===== config.mk =====
export PLATFORM = sky130hd
export DESIGN_NAME = ultrasonic_echo_ranger
export DESIGN_NICKNAME = d
export VERILOG_FILES = /design/src/uer_pkg.sv /design/src/ultrasonic_echo_ranger.sv
export SDC_FILE = /design/constraint.sdc
export NUM_CORES = 1
export LEC_CHECK = 0
export BUFFER_PORTS_ARGS = -buffer_cell sky130_fd_sc_hd__buf_2
export CORE_ASPECT_RATIO = 0.7
export CORE_MARGIN = 2
export CORE_UTILIZATION = 25
export CTS_BUF_LIST = sky130_fd_sc_hd__clkbuf_4
export CTS_CLUSTER_SIZE = 10
export DETAILED_ROUTE_END_ITERATION = 8
export PLACE_DENSITY = 0.37
export SETUP_SLACK_MARGIN = 0.1
export SYNTH_ARGS = -nofsm -noshare
export SYNTH_HDL_FRONTEND = slang
export SYNTH_SLANG_ARGS = --single-unit

===== constraint.sdc =====
create_clock -name clock -period 8.8 [get_ports clock]
set_input_delay 0 -clock clock [delete_from_list [all_inputs] [get_ports clock]]
set_output_delay 0 -clock clock [all_outputs]
set_load 0.02 [all_outputs]

===== src/uer_pkg.sv =====
// Shared types, register codes, reset values and the distance conversion for the
// ultrasonic echo ranger. No dependencies.
`timescale 1ns / 1ps

package uer_pkg;

   // measurement phase
   typedef enum logic [1:0] {
      PH_IDLE,
      PH_TRIG,
      PH_WAIT,
      PH_MEAS
   } phase_type;

   // configuration register indexes
   localparam int CSR_INDEX_BITS = 2;
   localparam logic [CSR_INDEX_BITS-1:0] CSR_TRIG_TICKS   = 2'd0;
   localparam logic [CSR_INDEX_BITS-1:0] CSR_ECHO_TIMEOUT = 2'd1;
   localparam logic [CSR_INDEX_BITS-1:0] CSR_MAX_DIST     = 2'd2;

   localparam int TRIG_BITS      = 10;
   localparam int TIMEOUT_BITS   = 17;
   localparam int DIST_BITS      = 8;
   localparam int CSR_DATA_BITS  = 17;
   localparam int MAX_COUNT_BITS = 24;
   localparam int COUNT_BITS_DEF = 17;

   localparam logic [TRIG_BITS-1:0]    TRIG_TICKS_RESET   = 10'd10;
   localparam logic [TIMEOUT_BITS-1:0] ECHO_TIMEOUT_RESET = 17'd100000;
   localparam logic [DIST_BITS-1:0]    MAX_DIST_RESET     = 8'd40;

   // stream payload layout
   localparam int REQ_DATA_BITS = 8;
   localparam int RSP_DATA_BITS = 16;

   // distance = floor(ticks * 343 / 20000); anything at or above DIST_SAT_TICKS
   // gives 256 or more and is clamped, below it a 14-bit tick count suffices
   localparam int SMALL_TICK_BITS = 14;
   localparam logic [MAX_COUNT_BITS-1:0] DIST_SAT_TICKS = 24'd14928;
   localparam int RECIP_BITS = 27;
   localparam int DIST_SHIFT = 32;
   localparam logic [RECIP_BITS-1:0] DIST_RECIP = 27'd73658690;
   localparam int PROD_BITS = SMALL_TICK_BITS + RECIP_BITS;

   function automatic logic [DIST_BITS-1:0] dist_calc(
      input logic [MAX_COUNT_BITS-1:0] ticks,
      input logic [DIST_BITS-1:0]      max_dist
   );
      logic [PROD_BITS-1:0] prod;
      logic [DIST_BITS-1:0] quot;
      prod = PROD_BITS'(ticks[SMALL_TICK_BITS-1:0]) * PROD_BITS'(DIST_RECIP);
      quot = prod[DIST_SHIFT +: DIST_BITS];
      if (ticks >= DIST_SAT_TICKS || quot > max_dist) begin
         dist_calc = max_dist;
      end else begin
         dist_calc = quot;
      end
   endfunction

endpackage


===== src/ultrasonic_echo_ranger.sv =====
// Ultrasonic echo ranger: one request transfer per microsecond tick, one response per tick.
// Depends on uer_pkg for phase type, register codes, reset values and dist_calc.
`timescale 1ns / 1ps

// One request transfer is one microsecond tick carrying the start request and the sampled
// echo level; every request gives exactly one response, and a new request can be taken every
// cycle while the skid entry is empty. The phase, tick counter and distance update
// in a single pass of logic from the state registers into the response register; a response
// register plus one skid entry let one more request in while a response is stalled, after
// which req_tready drops until rsp_tready returns. The distance is computed by a constant
// multiply in that same pass when the echo falls. The tick counter is COUNT_BITS wide and
// saturates; configuration writes are always ready and take effect from the next tick.
module ultrasonic_echo_ranger #(
   parameter int COUNT_BITS = uer_pkg::COUNT_BITS_DEF
) (
   input  logic                                clock,
   input  logic                                reset,
   // request stream
   input  logic                                req_tvalid,
   output logic                                req_tready,
   input  logic [uer_pkg::REQ_DATA_BITS-1:0]   req_tdata,  // [0] start_request, [1] echo_level
   // response stream
   output logic                                rsp_tvalid,
   input  logic                                rsp_tready,
   // [0] trigger_out, [1] busy_res, [2] done_res, [3] timed_out, [11:4] distance_cm
   output logic [uer_pkg::RSP_DATA_BITS-1:0]   rsp_tdata,
   // configuration writes
   input  logic                                csr_valid,
   output logic                                csr_ready,
   input  logic [uer_pkg::CSR_INDEX_BITS-1:0]  csr_index,
   input  logic [uer_pkg::CSR_DATA_BITS-1:0]   csr_data
);

   localparam int CMP_BITS = (COUNT_BITS > uer_pkg::TIMEOUT_BITS) ?
                             COUNT_BITS : uer_pkg::TIMEOUT_BITS;
   localparam logic [COUNT_BITS-1:0] COUNT_MAX = '1;
   localparam logic [COUNT_BITS-1:0] COUNT_ONE = COUNT_BITS'(1);

   // configuration
   logic [uer_pkg::TRIG_BITS-1:0]    trig_ticks_ff;
   logic [uer_pkg::TIMEOUT_BITS-1:0] timeout_ff;
   logic [uer_pkg::DIST_BITS-1:0]    max_dist_ff;

   // measurement state
   uer_pkg::phase_type               phase_ff, phase_in;
   logic [COUNT_BITS-1:0]            count_ff, count_in;
   logic [uer_pkg::DIST_BITS-1:0]    last_dist_ff, last_dist_in;

   // output register and skid entry
   logic                             rsp_valid_ff;
   logic [uer_pkg::RSP_DATA_BITS-1:0] rsp_data_ff;
   logic                             skid_valid_ff;
   logic [uer_pkg::RSP_DATA_BITS-1:0] skid_data_ff;

   logic                             req_accept;
   logic                             rsp_take;
   logic                             start_req;
   logic                             echo_lvl;
   logic [COUNT_BITS-1:0]            count_inc;
   logic                             count_at_max;
   logic                             trig_reached;
   logic                             timeout_reached;
   logic                             trig_first_done;
   logic [uer_pkg::DIST_BITS-1:0]    dist_now;
   logic                             trig_out;
   logic                             done_out;
   logic                             tout_out;
   logic [uer_pkg::RSP_DATA_BITS-1:0] result;

   assign csr_ready  = 1'b1;
   assign req_tready = !skid_valid_ff;
   assign req_accept = req_tvalid && req_tready;
   assign rsp_take   = rsp_valid_ff && rsp_tready;
   assign rsp_tvalid = rsp_valid_ff;
   assign rsp_tdata  = rsp_data_ff;

   assign start_req = req_tdata[0];
   assign echo_lvl  = req_tdata[1];

   assign count_at_max    = (count_ff == COUNT_MAX);
   assign count_inc       = count_at_max ? count_ff : count_ff + COUNT_ONE;
   assign trig_reached    = (CMP_BITS'(count_inc) >= CMP_BITS'(trig_ticks_ff)) ||
                            (count_inc == COUNT_MAX);
   assign timeout_reached = (CMP_BITS'(count_inc) >= CMP_BITS'(timeout_ff)) ||
                            (count_inc == COUNT_MAX);
   // a trigger length of zero or one ends the pulse on the start tick
   assign trig_first_done = (trig_ticks_ff <= uer_pkg::TRIG_BITS'(1));
   assign dist_now = uer_pkg::dist_calc(uer_pkg::MAX_COUNT_BITS'(count_ff), max_dist_ff);

   // next phase
   always_comb begin
      phase_in = phase_ff;
      case (phase_ff)
         uer_pkg::PH_IDLE: begin
            if (start_req) begin
               phase_in = trig_first_done ? uer_pkg::PH_WAIT : uer_pkg::PH_TRIG;
            end
         end
         uer_pkg::PH_TRIG: begin
            if (trig_reached) begin
               phase_in = uer_pkg::PH_WAIT;
            end
         end
         uer_pkg::PH_WAIT: begin
            if (echo_lvl) begin
               phase_in = uer_pkg::PH_MEAS;
            end else if (timeout_reached) begin
               phase_in = uer_pkg::PH_IDLE;
            end
         end
         uer_pkg::PH_MEAS: begin
            if (!echo_lvl) begin
               phase_in = uer_pkg::PH_IDLE;
            end
         end
         default: phase_in = uer_pkg::PH_IDLE;
      endcase
   end

   // counter, distance and per-tick outputs
   always_comb begin
      count_in     = count_ff;
      last_dist_in = last_dist_ff;
      trig_out     = 1'b0;
      done_out     = 1'b0;
      tout_out     = 1'b0;
      case (phase_ff)
         uer_pkg::PH_IDLE: begin
            if (start_req) begin
               trig_out = 1'b1;
               count_in = trig_first_done ? '0 : COUNT_ONE;
            end
         end
         uer_pkg::PH_TRIG: begin
            trig_out = 1'b1;
            count_in = trig_reached ? '0 : count_inc;
         end
         uer_pkg::PH_WAIT: begin
            if (echo_lvl) begin
               count_in = COUNT_ONE;
            end else if (timeout_reached) begin
               count_in     = '0;
               last_dist_in = '0;
               done_out     = 1'b1;
               tout_out     = 1'b1;
            end else begin
               count_in = count_inc;
            end
         end
         uer_pkg::PH_MEAS: begin
            if (echo_lvl) begin
               count_in = count_inc;
            end else begin
               count_in     = '0;
               last_dist_in = dist_now;
               done_out     = 1'b1;
            end
         end
         default: count_in = '0;
      endcase
   end

   assign result = {4'b0000, last_dist_in, tout_out, done_out,
                    (phase_in != uer_pkg::PH_IDLE), trig_out};

   always_ff @(posedge clock) begin
      if (reset) begin
         trig_ticks_ff <= uer_pkg::TRIG_TICKS_RESET;
         timeout_ff    <= uer_pkg::ECHO_TIMEOUT_RESET;
         max_dist_ff   <= uer_pkg::MAX_DIST_RESET;
      end else if (csr_valid && csr_ready) begin
         case (csr_index)
            uer_pkg::CSR_TRIG_TICKS:   trig_ticks_ff <= csr_data[uer_pkg::TRIG_BITS-1:0];
            uer_pkg::CSR_ECHO_TIMEOUT: timeout_ff    <= csr_data[uer_pkg::TIMEOUT_BITS-1:0];
            uer_pkg::CSR_MAX_DIST:     max_dist_ff   <= csr_data[uer_pkg::DIST_BITS-1:0];
            default: ;
         endcase
      end
   end

   always_ff @(posedge clock) begin
      if (reset) begin
         phase_ff     <= uer_pkg::PH_IDLE;
         count_ff     <= '0;
         last_dist_ff <= '0;
      end else if (req_accept) begin
         phase_ff     <= phase_in;
         count_ff     <= count_in;
         last_dist_ff <= last_dist_in;
      end
   end

   always_ff @(posedge clock) begin
      if (reset) begin
         rsp_valid_ff  <= 1'b0;
         skid_valid_ff <= 1'b0;
      end else if (skid_valid_ff) begin
         if (rsp_take) begin
            rsp_valid_ff  <= 1'b1;
            skid_valid_ff <= 1'b0;
         end
      end else if (req_accept) begin
         if (rsp_valid_ff && !rsp_take) begin
            skid_valid_ff <= 1'b1;
         end else begin
            rsp_valid_ff <= 1'b1;
         end
      end else if (rsp_take) begin
         rsp_valid_ff <= 1'b0;
      end
   end

   // payload registers
   always_ff @(posedge clock) begin
      if (skid_valid_ff) begin
         if (rsp_take) begin
            rsp_data_ff <= skid_data_ff;
         end
      end else if (req_accept) begin
         if (rsp_valid_ff && !rsp_take) begin
            skid_data_ff <= result;
         end else begin
            rsp_data_ff <= result;
         end
      end
   end

   a_skid_behind_output: assert property (@(posedge clock) disable iff (reset)
      skid_valid_ff |-> rsp_valid_ff)
      else $error("skid entry held while output register empty");

   a_idle_count_clear: assert property (@(posedge clock) disable iff (reset)
      (phase_ff == uer_pkg::PH_IDLE) |-> (count_ff == '0))
      else $error("tick counter not cleared in idle phase");

   a_timeout_with_done: assert property (@(posedge clock) disable iff (reset)
      rsp_valid_ff |-> (!rsp_data_ff[3] || rsp_data_ff[2]))
      else $error("timeout flag without done");

   a_done_not_busy: assert property (@(posedge clock) disable iff (reset)
      rsp_valid_ff |-> !(rsp_data_ff[2] && (rsp_data_ff[1] || rsp_data_ff[0])))
      else $error("done reported while busy or triggering");

   a_state_on_accept: assert property (@(posedge clock) disable iff (reset)
      !req_accept |=> $stable(phase_ff) && $stable(count_ff))
      else $error("measurement state moved without a request transfer");

endmodule

==> impl_results.md, run 1 <==
- Status: completed
- Period utilisation layout: 91.6%
- FMAX: 124 MHz
- Synth warn: 0
- Crit-path max FO: 21
- Worst R2R End: rsp_tdata[8]
- Hold Vio Cnt, Final: 0
- DP HPWL: 26,200 um
- Htree depth: 3
- Antenna violations before repair: 0
- Inst Count DP: 1,722
- Drt total wl: 31,900 um
- Slew Limit Fails: 0
- Pwr Density: 73.6 nW/um^2
- Die Wd: 247 um
- Num CTS Buffers: 9
- Final setup viols: 0
- Slew margin rel.: 23.0%
- GRT Total Usage: 15.2%
- Placeable Area: 40,900 um^2
- Worst hold path class: input port to register
- Async SR Flop Fraction: 0%
- Critical Path AT: 8330 ps
- Std-Cell Rows: 62
- Vias: 8,230
- Static leakage: 5.80 nW
- Fin crit period: 8060 ps
- Clk buf depth: 2
- I/O Buffers: 39
- Final Skew: 20.4 ps
- DRT iter0 DRCs: 615
- # diodes: 0
- Cell Area, Synth: 10,300 um^2
- Post-synth EDFFs: 24
- Area growth from synthesis to layout: 12.3%
- CP Data Required Time: 9070 ps
- Final ANT Viol Nets: 0
- Sequential area share after synthesis: 19.4%
- DR DRC count: 0
- Synth cell types: 74
- Mapped Cells: 1,154
- Via-per-instance ratio: 4.67
- Non-filler cells, final: 1,762
- Largest net degree at the start of global routing: 33
- R2R depth: 29
- Critical path capture point: rsp_tdata[8]
- CTS tree: built
- Max Cap Viol: 0
- Setup TNS: 0 ps
- WHS: 38.5 ps
- FF+latch count, synth: 88
- IR drop worst, VDD: 0.0627 mV
- Worst R2R Start: count_ff[10]
- Starting Density: 25.2%
- Routed wire per std cell: 18.1 um
- Die ar.: 42,900 um^2
- Grt ovf: 0
- Die Height: 174 um
- First-pass GRT wire length: 49,200 um
- Reg2reg setup slack: 740 ps
- Post-synth top flop: dfxtp_1
- Reg clk slew, reported paths: 150 ps
- Dpl cell area: 11,200 um^2
- Tot Pwr: 0.852 mW
- Fillers: 4,368
- Final Wtd Congestion: 0.827
- Mean area per synthesized cell: 8.94 um^2
- Worst setup EP type: register
- Setup CP Type: register to register
- TritonCTS Sinks: 88
- CP Launch Point: count_ff[10]
- CP max stage delay: 560 ps
- Number of global-route vias before repair: 7,972
- Drt first pass iters: 5
- Cell area after layout: 11,600 um^2
- Final net count: 1,509
- Layout cells sized above 1: 8.46%
- Root Buffer: clkbuf_4
- IO Pins: 51
- Clock Latency Late Sink: 510 ps
- Worst path slowest cell: fa_1
- Startpoint types: register
- Worst-Margin Slew: 1150 ps
- Unrepaired setup endpoints after global routing: no
power by group:
| part | leakage [nW] | internal, mW | switching (mW) |
|---|---|---|---|
| combinational | 4.96 | 0.0469 | 0.0835 |
| sequential | 0.754 | 0.430 | 0.0101 |
| clock | 0.0875 | 0.120 | 0.162 |
| total | 5.80 | 0.597 | 0.255 |
worst min path at each step:
stage	slack (ps)	to	cells past startpoint	start
after floorplan	100	skid_valid_ff	1	rsp_tready
after global placement	210	skid_valid_ff	2	rsp_tready
after detailed placement	210	skid_valid_ff	2	rsp_tready
after CTS	3	trig_ticks_ff[1]	4	csr_index[0]
after global routing	40	trig_ticks_ff[1]	5	csr_index[0]
final	40	trig_ticks_ff[1]	4	csr_index[0]
flip-flops by register name, summed over array words and instances, names as in the netlist:
| name | cells |
|---|---|
| count_ff | 17 |
| timeout_ff | 17 |
| rsp_tdata | 12 |
| skid_data_ff | 12 |
| trig_ticks_ff | 10 |
| last_dist_ff | 8 |
| max_dist_ff | 8 |
| phase_ff | 2 |
| rsp_tvalid | 1 |
| skid_valid_ff | 1 |
kinds of logic (layout without fill, tap and decap cells):
kind of cell               count (synthesis)  count (layout)  share of synthesized area [%]
and+or+nand+nor                          297             297                           14.3
adders and majority gates                264             264                           38.1
buffers and inverters                    239             300                           9.28
AOI/OAI and AO/OA                        225             225                           15.2
DFF                                       88              88                           19.4
xor gates and xnor gates                  21              21                           1.78
muxes                                     18              18                           1.82
other                                      2               5                         0.0728
cell usage after synthesis, types with 12 or more instances:
cell      count  area share, %
dfxtp_1      64             12
mux2i_1      12            1.2
nor2_1       62            2.3
o211ai_1     18            1.3
inv_1       196            7.1
o21ai_0      37            1.8
fa_1         84             16
clkbuf_1     25           0.91
nand2_1     106            3.9
edfxtp_1     24            7.0
nor3_1       18           0.87
nand3_1      21            1.0
xnor2_1      16            1.4
a21oi_1      55            2.7
nand4_1      18            1.1
ha_1        180             22
a21o_1       14            1.0
layout by cell type, fill, tap and decap left out, types with 9 or more instances in the layout:
master and n:
o211ai_1 18, nor3_1 17, o21ai_0 37, fa_1 84, dfxtp_1 64, inv_1 196
o31ai_1 9, xnor2_1 16, a21o_1 14, nand3_1 21, nand2_1 106, buf_2 39
a22o_1 10, a31oi_1 10, edfxtp_1 24, and4_1 10, mux2i_1 12, ha_1 180
a211oi_1 10, dlygate4sd3_1 24, nor2_1 62, and3_1 10, nand4_1 18, clkbuf_4 10
a21oi_1 55, buf_4 25
critical path, delay by kind of cell (launching register included):
kind | cells | cell delay [ps]
adder cells (fa/ha/maj) | 8 | 3520
AND/OR/NAND/NOR | 7 | 1380
AO/OA/AOI/OAI | 5 | 1250
buffers and inverters | 6 | 580
flip-flops | 1 | 540
multiplexers | 2 | 400
XOR/XNOR | 1 | 150
cell type report:
| cell class | count | area [um^2] | area share, % |
|---|---|---|---|
| inverter | 196 | 736 | 6.35 |
| clock inverter | 6 | 91.3 | 0.789 |
| sequential | 88 | 2000 | 17.3 |
| timing repair buffer | 88 | 623 | 5.38 |
| tap | 544 | 681 | 5.88 |
| clock buffer | 10 | 75.1 | 0.648 |
| multi-input combinational | 830 | 7380 | 63.7 |
layer usage:
metal	vias to the layer above	routed length, um	track usage, %
met1	3949	18800	26.0
met3	11	1190	2.27
met2	159	11800	19.8
met4	0	144	1.51
met5	-	0	0
li1	4111	-	-
through the flow:
stage | utilization, % | worst slack [ps]
3_5_place_dp | 27.3 | 598
6_report | 28.3 | 737
2_1_floorplan | - | 657
4_1_cts | 28.3 | 573
5_1_grt | 28.3 | 224
3_3_place_gp | 27.3 | 692
timing repair:
item                                   CTS  global route
setup buffers                            0             0
setup endpoints to repair                0             3
gates resized for setup                  0             2
hold buffers                            24             0
endpoints found under the hold margin   45             0
(Power assumes the default switching activity.)
==> inputs of run 2 (changes only) <==
ABC_AREA = 1   (was default)
==> impl_results.md, run 2 <==
- Status: completed
- Commonest non-fill, non-tap cells in the layout: 305 x nand2_1, 273 x inv_1, 180 x ha_1
- Die ar.: 44,100 um^2
- FF+latch count, synth: 88
- Antenna violations before repair: 1
- Slew margin rel.: 28.9%
- Cell area after layout: 12,000 um^2
- Period utilisation layout: 85.1%
- Mapped Cells: 1,397
- Worst path slowest cell: dfxtp_1
- CP Data Required Time: 9190 ps
- CP most frequent cell: nand2_1
- Layout cells sized above 1: 6.91%
- Starting Density: 25.2%
- Vias: 8,929
- Worst R2R End: rsp_tdata[6]
- Startpoint types: register
- CP max stage delay: 760 ps
- CTS tree: built
- IR drop worst, VDD: 0.0744 mV
- Reg clk slew, reported paths: 170 ps
- GRT Total Usage: 16.1%
- Top post-synthesis cells by count: 305 x nand2_1, 273 x inv_1, 180 x ha_1, 112 x a21oi_1, 84 x fa_1
- Worst setup EP type: register
- Worst R2R Start: count_ff[11]
- Root Buffer: clkbuf_4
- DP HPWL: 28,200 um
- First-pass GRT wire length: 54,100 um
- Final net count: 1,768
- Biggest registers after layout: count_ff x17, timeout_ff x17
- I/O Buffers: 39
- Mean area per synthesized cell: 7.60 um^2
- Cell Area, Synth: 10,600 um^2
- Num CTS Buffers: 9
- Area leader, netlist: ha_1
- Final Skew: 24.4 ps
- Crit-path max FO: 9
- Reg2reg setup slack: 1310 ps
- Grt ovf: 0
- Drt total wl: 33,900 um
- Std-Cell Rows: 63
- DRT iter0 DRCs: 495
- Unrepaired setup endpoints after global routing: no
- Inst Count DP: 1,984
- Non-filler cells, final: 2,032
- Final Wtd Congestion: 0.830
- Leading cell type in the layout, fill and taps excluded: nand2_1
- Die Wd: 250 um
- Die Height: 176 um
- Setup TNS: 0 ps
- R2R depth: 30
- Final ANT Viol Nets: 0
- CP Launch Point: count_ff[11]
- Area growth from synthesis to layout: 13.1%
- Critical path capture point: rsp_tdata[6]
- Synth cell types: 46
- Setup CP Type: register to register
- DR DRC count: 0
- FMAX: 133 MHz
- Critical Path AT: 7890 ps
- Clock Latency Late Sink: 510 ps
- IO Pins: 51
- Post-synth EDFFs: 24
- Sequential area share after synthesis: 18.9%
- Ranking of synthesized cells by area: ha_1 21%, fa_1 16%, dfxtp_1 12%
- Fin crit period: 7490 ps
- Largest net degree at the start of global routing: 38
- Most frequent cell after synthesis: nand2_1
- Via-per-instance ratio: 4.39
- Final setup viols: 0
- Htree depth: 3
- Static leakage: 6.47 nW
- Hold Vio Cnt, Final: 0
- Postcts setup bufs: 0
- Number of global-route vias before repair: 8,921
- Async SR Flop Fraction: 0%
- Worst hold path class: input port to register
- TritonCTS Sinks: 88
- Max Cap Viol: 0
- Pwr Density: 76.9 nW/um^2
- Drt first pass iters: 4
- Slew Limit Fails: 0
- Synth warn: 0
- Tot Pwr: 0.924 mW
- Worst-Margin Slew: 1060 ps
- Post-synth top flop: dfxtp_1
- Dpl cell area: 11,500 um^2
- Yosys top cell area share: 21.2%
- Placeable Area: 42,100 um^2
- Clk buf depth: 2
- Routed wire per std cell: 16.7 um
## run 2: cell types whose count changed after synthesis, sizes merged, moves of 10 or more
| cell | delta |
|---|---|
| nand2 | +204 |
| inv | +78 |
| nand3 | +59 |
| a21oi | +57 |
| nor2 | +25 |
| xnor2 | -15 |
| o21ai | +13 |
| mux2i | -12 |
| a211oi | -11 |
| a21o | -10 |
| a22o | -10 |
| and3 | -10 |
| and4 | -10 |
| o31ai | -10 |
## run 2: how the worst min path moves through the flow
stage	from	endpoint	slack, ps	depth (start not counted)
floorplan	csr_data[3]	max_dist_ff[3]	130	2
CTS	reset	count_ff[14]	10	2
finish	reset	count_ff[10]	60	2
global route	reset	count_ff[14]	30	2
detailed placement	csr_data[15]	timeout_ff[15]	220	3
global placement	csr_data[10]	timeout_ff[10]	220	3
## run 2: cell type report
type                            count  area, um^2
Timing Repair Buffer               87         628
Multi-Input combinational cell   1008        7440
Clock inverter                      7         124
Antenna cell                        3        7.51
Fill cell                        4639       30100
Sequential cell                    88        2000
Inverter                          278        1050
Tap cell                          552         691
Clock buffer                        9        67.6
## run 2: metal layers
layer	share of wire (%)	GRT usage, %
met3	3.4	2.31
met1	59	26.8
met2	37	21.5
met4	0.54	1.87
met5	0	0
## run 2: worst max-delay path, delay by kind of cell, from the launching register on
family | cells | cell delay (ps)
and+or+nand+nor | 13 | 1630
buffers and inverters | 4 | 550
DFF | 1 | 760
AOI/OAI and AO/OA | 5 | 590
adders and majority gates | 8 | 3840
## run 2: stage by stage
stage	worst slack [ps]	hold WS (ps)	utilization [%]
floorplan	2330	130	-
global placement	1400	218	27.4
detailed placement	1380	223	27.4
CTS	1330	11.7	28.5
global route	867	32.3	28.5
finish	1310	60.2	28.5
## run 2: power breakdown
group	switching, mW	internal (mW)	leakage [nW]
Clock	0.167	0.146	0.0976
Combinational	0.110	0.0529	5.62
Sequential	0.00921	0.438	0.752
## run 2: cell families after synthesis
group                      count (synthesis)  synth area share (%)
and+or+nand+nor                          535                  22.1
AOI/OAI and AO/OA                        196                  10.1
buffers and inverters                    304                  11.2
other                                      2                0.0708
DFF                                       88                  18.9
adders and majority gates                264                  37.1
xor gates and xnor gates                   8                 0.660
## run 2: repair_timing
action,CTS,global route
hold endpoints to repair,39,0
hold buffers,29,0
gates resized for setup,0,0
==> inputs of run 3 (changes only) <==
ABC_AREA = default   (was 1)
MAX_ROUTING_LAYER = met4   (was default)
PLACE_DENSITY = 0.35   (was 0.37)
clock period = 9.4 ns   (was 8.8 ns; I/O delays follow)
==> impl_results.md, run 3 (synthesized netlist as in run 1, its figures left out) <==
- Layout cells sized above 1: 8.18%
- Die Wd: 247 um
- Hold depth: 4
- Biggest registers after layout: count_ff x17, timeout_ff x17
- Placeable Area: 40,900 um^2
- Worst-Margin Slew: 986 ps
- Setup TNS: 0 ps
- Std-Cell Rows: 62
- IO Pins: 51
- FMAX: 115 MHz
- Clk buf depth: 2
- Final setup viols: 0
- Hold_sp: csr_valid
- Die ar.: 42,900 um^2
- Setup CP Type: register to register
- Root Buffer: clkbuf_4
- DR DRC count: 0
- Startpoint types: register
- CTS tree: built
- Drt total wl: 33,000 um
- Antenna violations before repair: 0
- # diodes: 0
- CP Launch Point: count_ff[10]
- WHS: 181 ps
- Num CTS Buffers: 9
- Slew margin rel.: 34.2%
- Inst Count DP: 1,719
- Pwr Density: 64.7 nW/um^2
- Critical Path AT: 9000 ps
- Cell area after layout: 11,600 um^2
- Worst setup EP type: register
- Fin crit period: 8730 ps
- Dpl cell area: 11,100 um^2
- Grt ovf: 0
- TritonCTS Sinks: 88
- Vias: 8,315
- IR drop worst, VDD: 0.0462 mV
- Final net count: 1,514
- Period utilisation layout: 92.9%
- Unrepaired setup endpoints after global routing: no
- Slew Limit Fails: 0
- Area growth from synthesis to layout: 12.3%
- Hold Vio Cnt, Final: 0
- Final Skew: 29.2 ps
- CP Data Required Time: 9660 ps
- Clock Latency Late Sink: 540 ps
- Status: completed
- Drt first pass iters: 4
- Routed wire per std cell: 18.7 um
- Non-filler cells, final: 1,767
- Utilization after layout: 28.3%
- Tot Pwr: 0.750 mW
- Worst path slowest cell: fa_1
- CP max stage delay: 560 ps
- First-pass GRT wire length: 51,000 um
- Crit-path max FO: 18
- Starting Density: 25.2%
- Worst hold path class: input port to register
- Die Height: 174 um
- Leading cell type in the layout, fill and taps excluded: inv_1
- Final ANT Viol Nets: 0
- Max Cap Viol: 0
- Worst R2R Start: count_ff[10]
- I/O Buffers: 39
- Place WS: 650 ps
- Commonest non-fill, non-tap cells in the layout: 196 x inv_1, 180 x ha_1, 106 x nand2_1
- Via-per-instance ratio: 4.71
- R2R depth: 29
- Htree depth: 3
- Final Wtd Congestion: 0.826
- DRT iter0 DRCs: 649
- Number of global-route vias before repair: 8,029
- Fin worst setup slack: 666 ps
- GRT Total Usage: 16.4%
- DP HPWL: 26,600 um
- Largest net degree at the start of global routing: 33
- Reg clk slew, reported paths: 160 ps
- Postcts setup bufs: 0
- Static leakage: 5.81 nW
-- run 3: changes by cell type in the layout (fill, tap and decap cells not counted), moves of 11 or more --
cell and change:
a21oi_1 -57, o21ai_0 -11, inv_1 -77, nand3_1 -52, nor2_1 -21, xnor2_1 +15
mux2i_1 +12, nand2_1 -199
-- run 3: power breakdown --
| part | switching, mW | internal, mW | total, mW | leakage, nW |
|---|---|---|---|---|
| Sequential | 0.00975 | 0.402 | 0.412 | 0.755 |
| Clock | 0.158 | 0.0542 | 0.212 | 0.0667 |
| Combinational | 0.0795 | 0.0458 | 0.125 | 4.99 |
| Total | 0.247 | 0.502 | 0.750 | 5.81 |
-- run 3: worst paths after layout --
| path | end | slack (ps) |
|---|---|---|
| worst max-delay path | rsp_tdata[10] | 670 |
| worst min-delay path | timeout_ff[6] | 180 |
| worst max register to register | rsp_tdata[10] | 670 |
| worst min register to register | timeout_ff[6] | 470 |
-- run 3: final cells by class --
class                   instances  area, um^2
repair buffers                 93         681
flip-flops and latches         88        2000
well taps                     544         681
clock inverters                 7        45.0
inverters                     196         736
clock buffers                   9        67.6
fillers                      4415       29300
multi-input cells             830        7370
-- run 3: routing by layer --
metal	GRT usage [%]	wire length [um]	share of wire [%]
met1	27.2	19400	59
met2	20.2	12200	37
met5	-	0	0
met3	2.41	1130	3.4
met4	2.38	295	0.89
-- run 3: critical path: cells and delay by family (launching register included) --
kind            cells  cell delay [ps]
fa+ha+maj           8             3590
simple gates        8             2100
compound gates      5             1220
buf+inv             6              730
flops               1              490
xor+xnor            1              160
mux                 1              130
-- run 3: what timing repair did --
| action | CTS | global route |
|---|---|---|
| endpoints found under the setup margin | 0 | 5 |
| resized for setup | 0 | 1 |
| hold buffers | 32 | 0 |
| hold endpoints to repair | 45 | 0 |
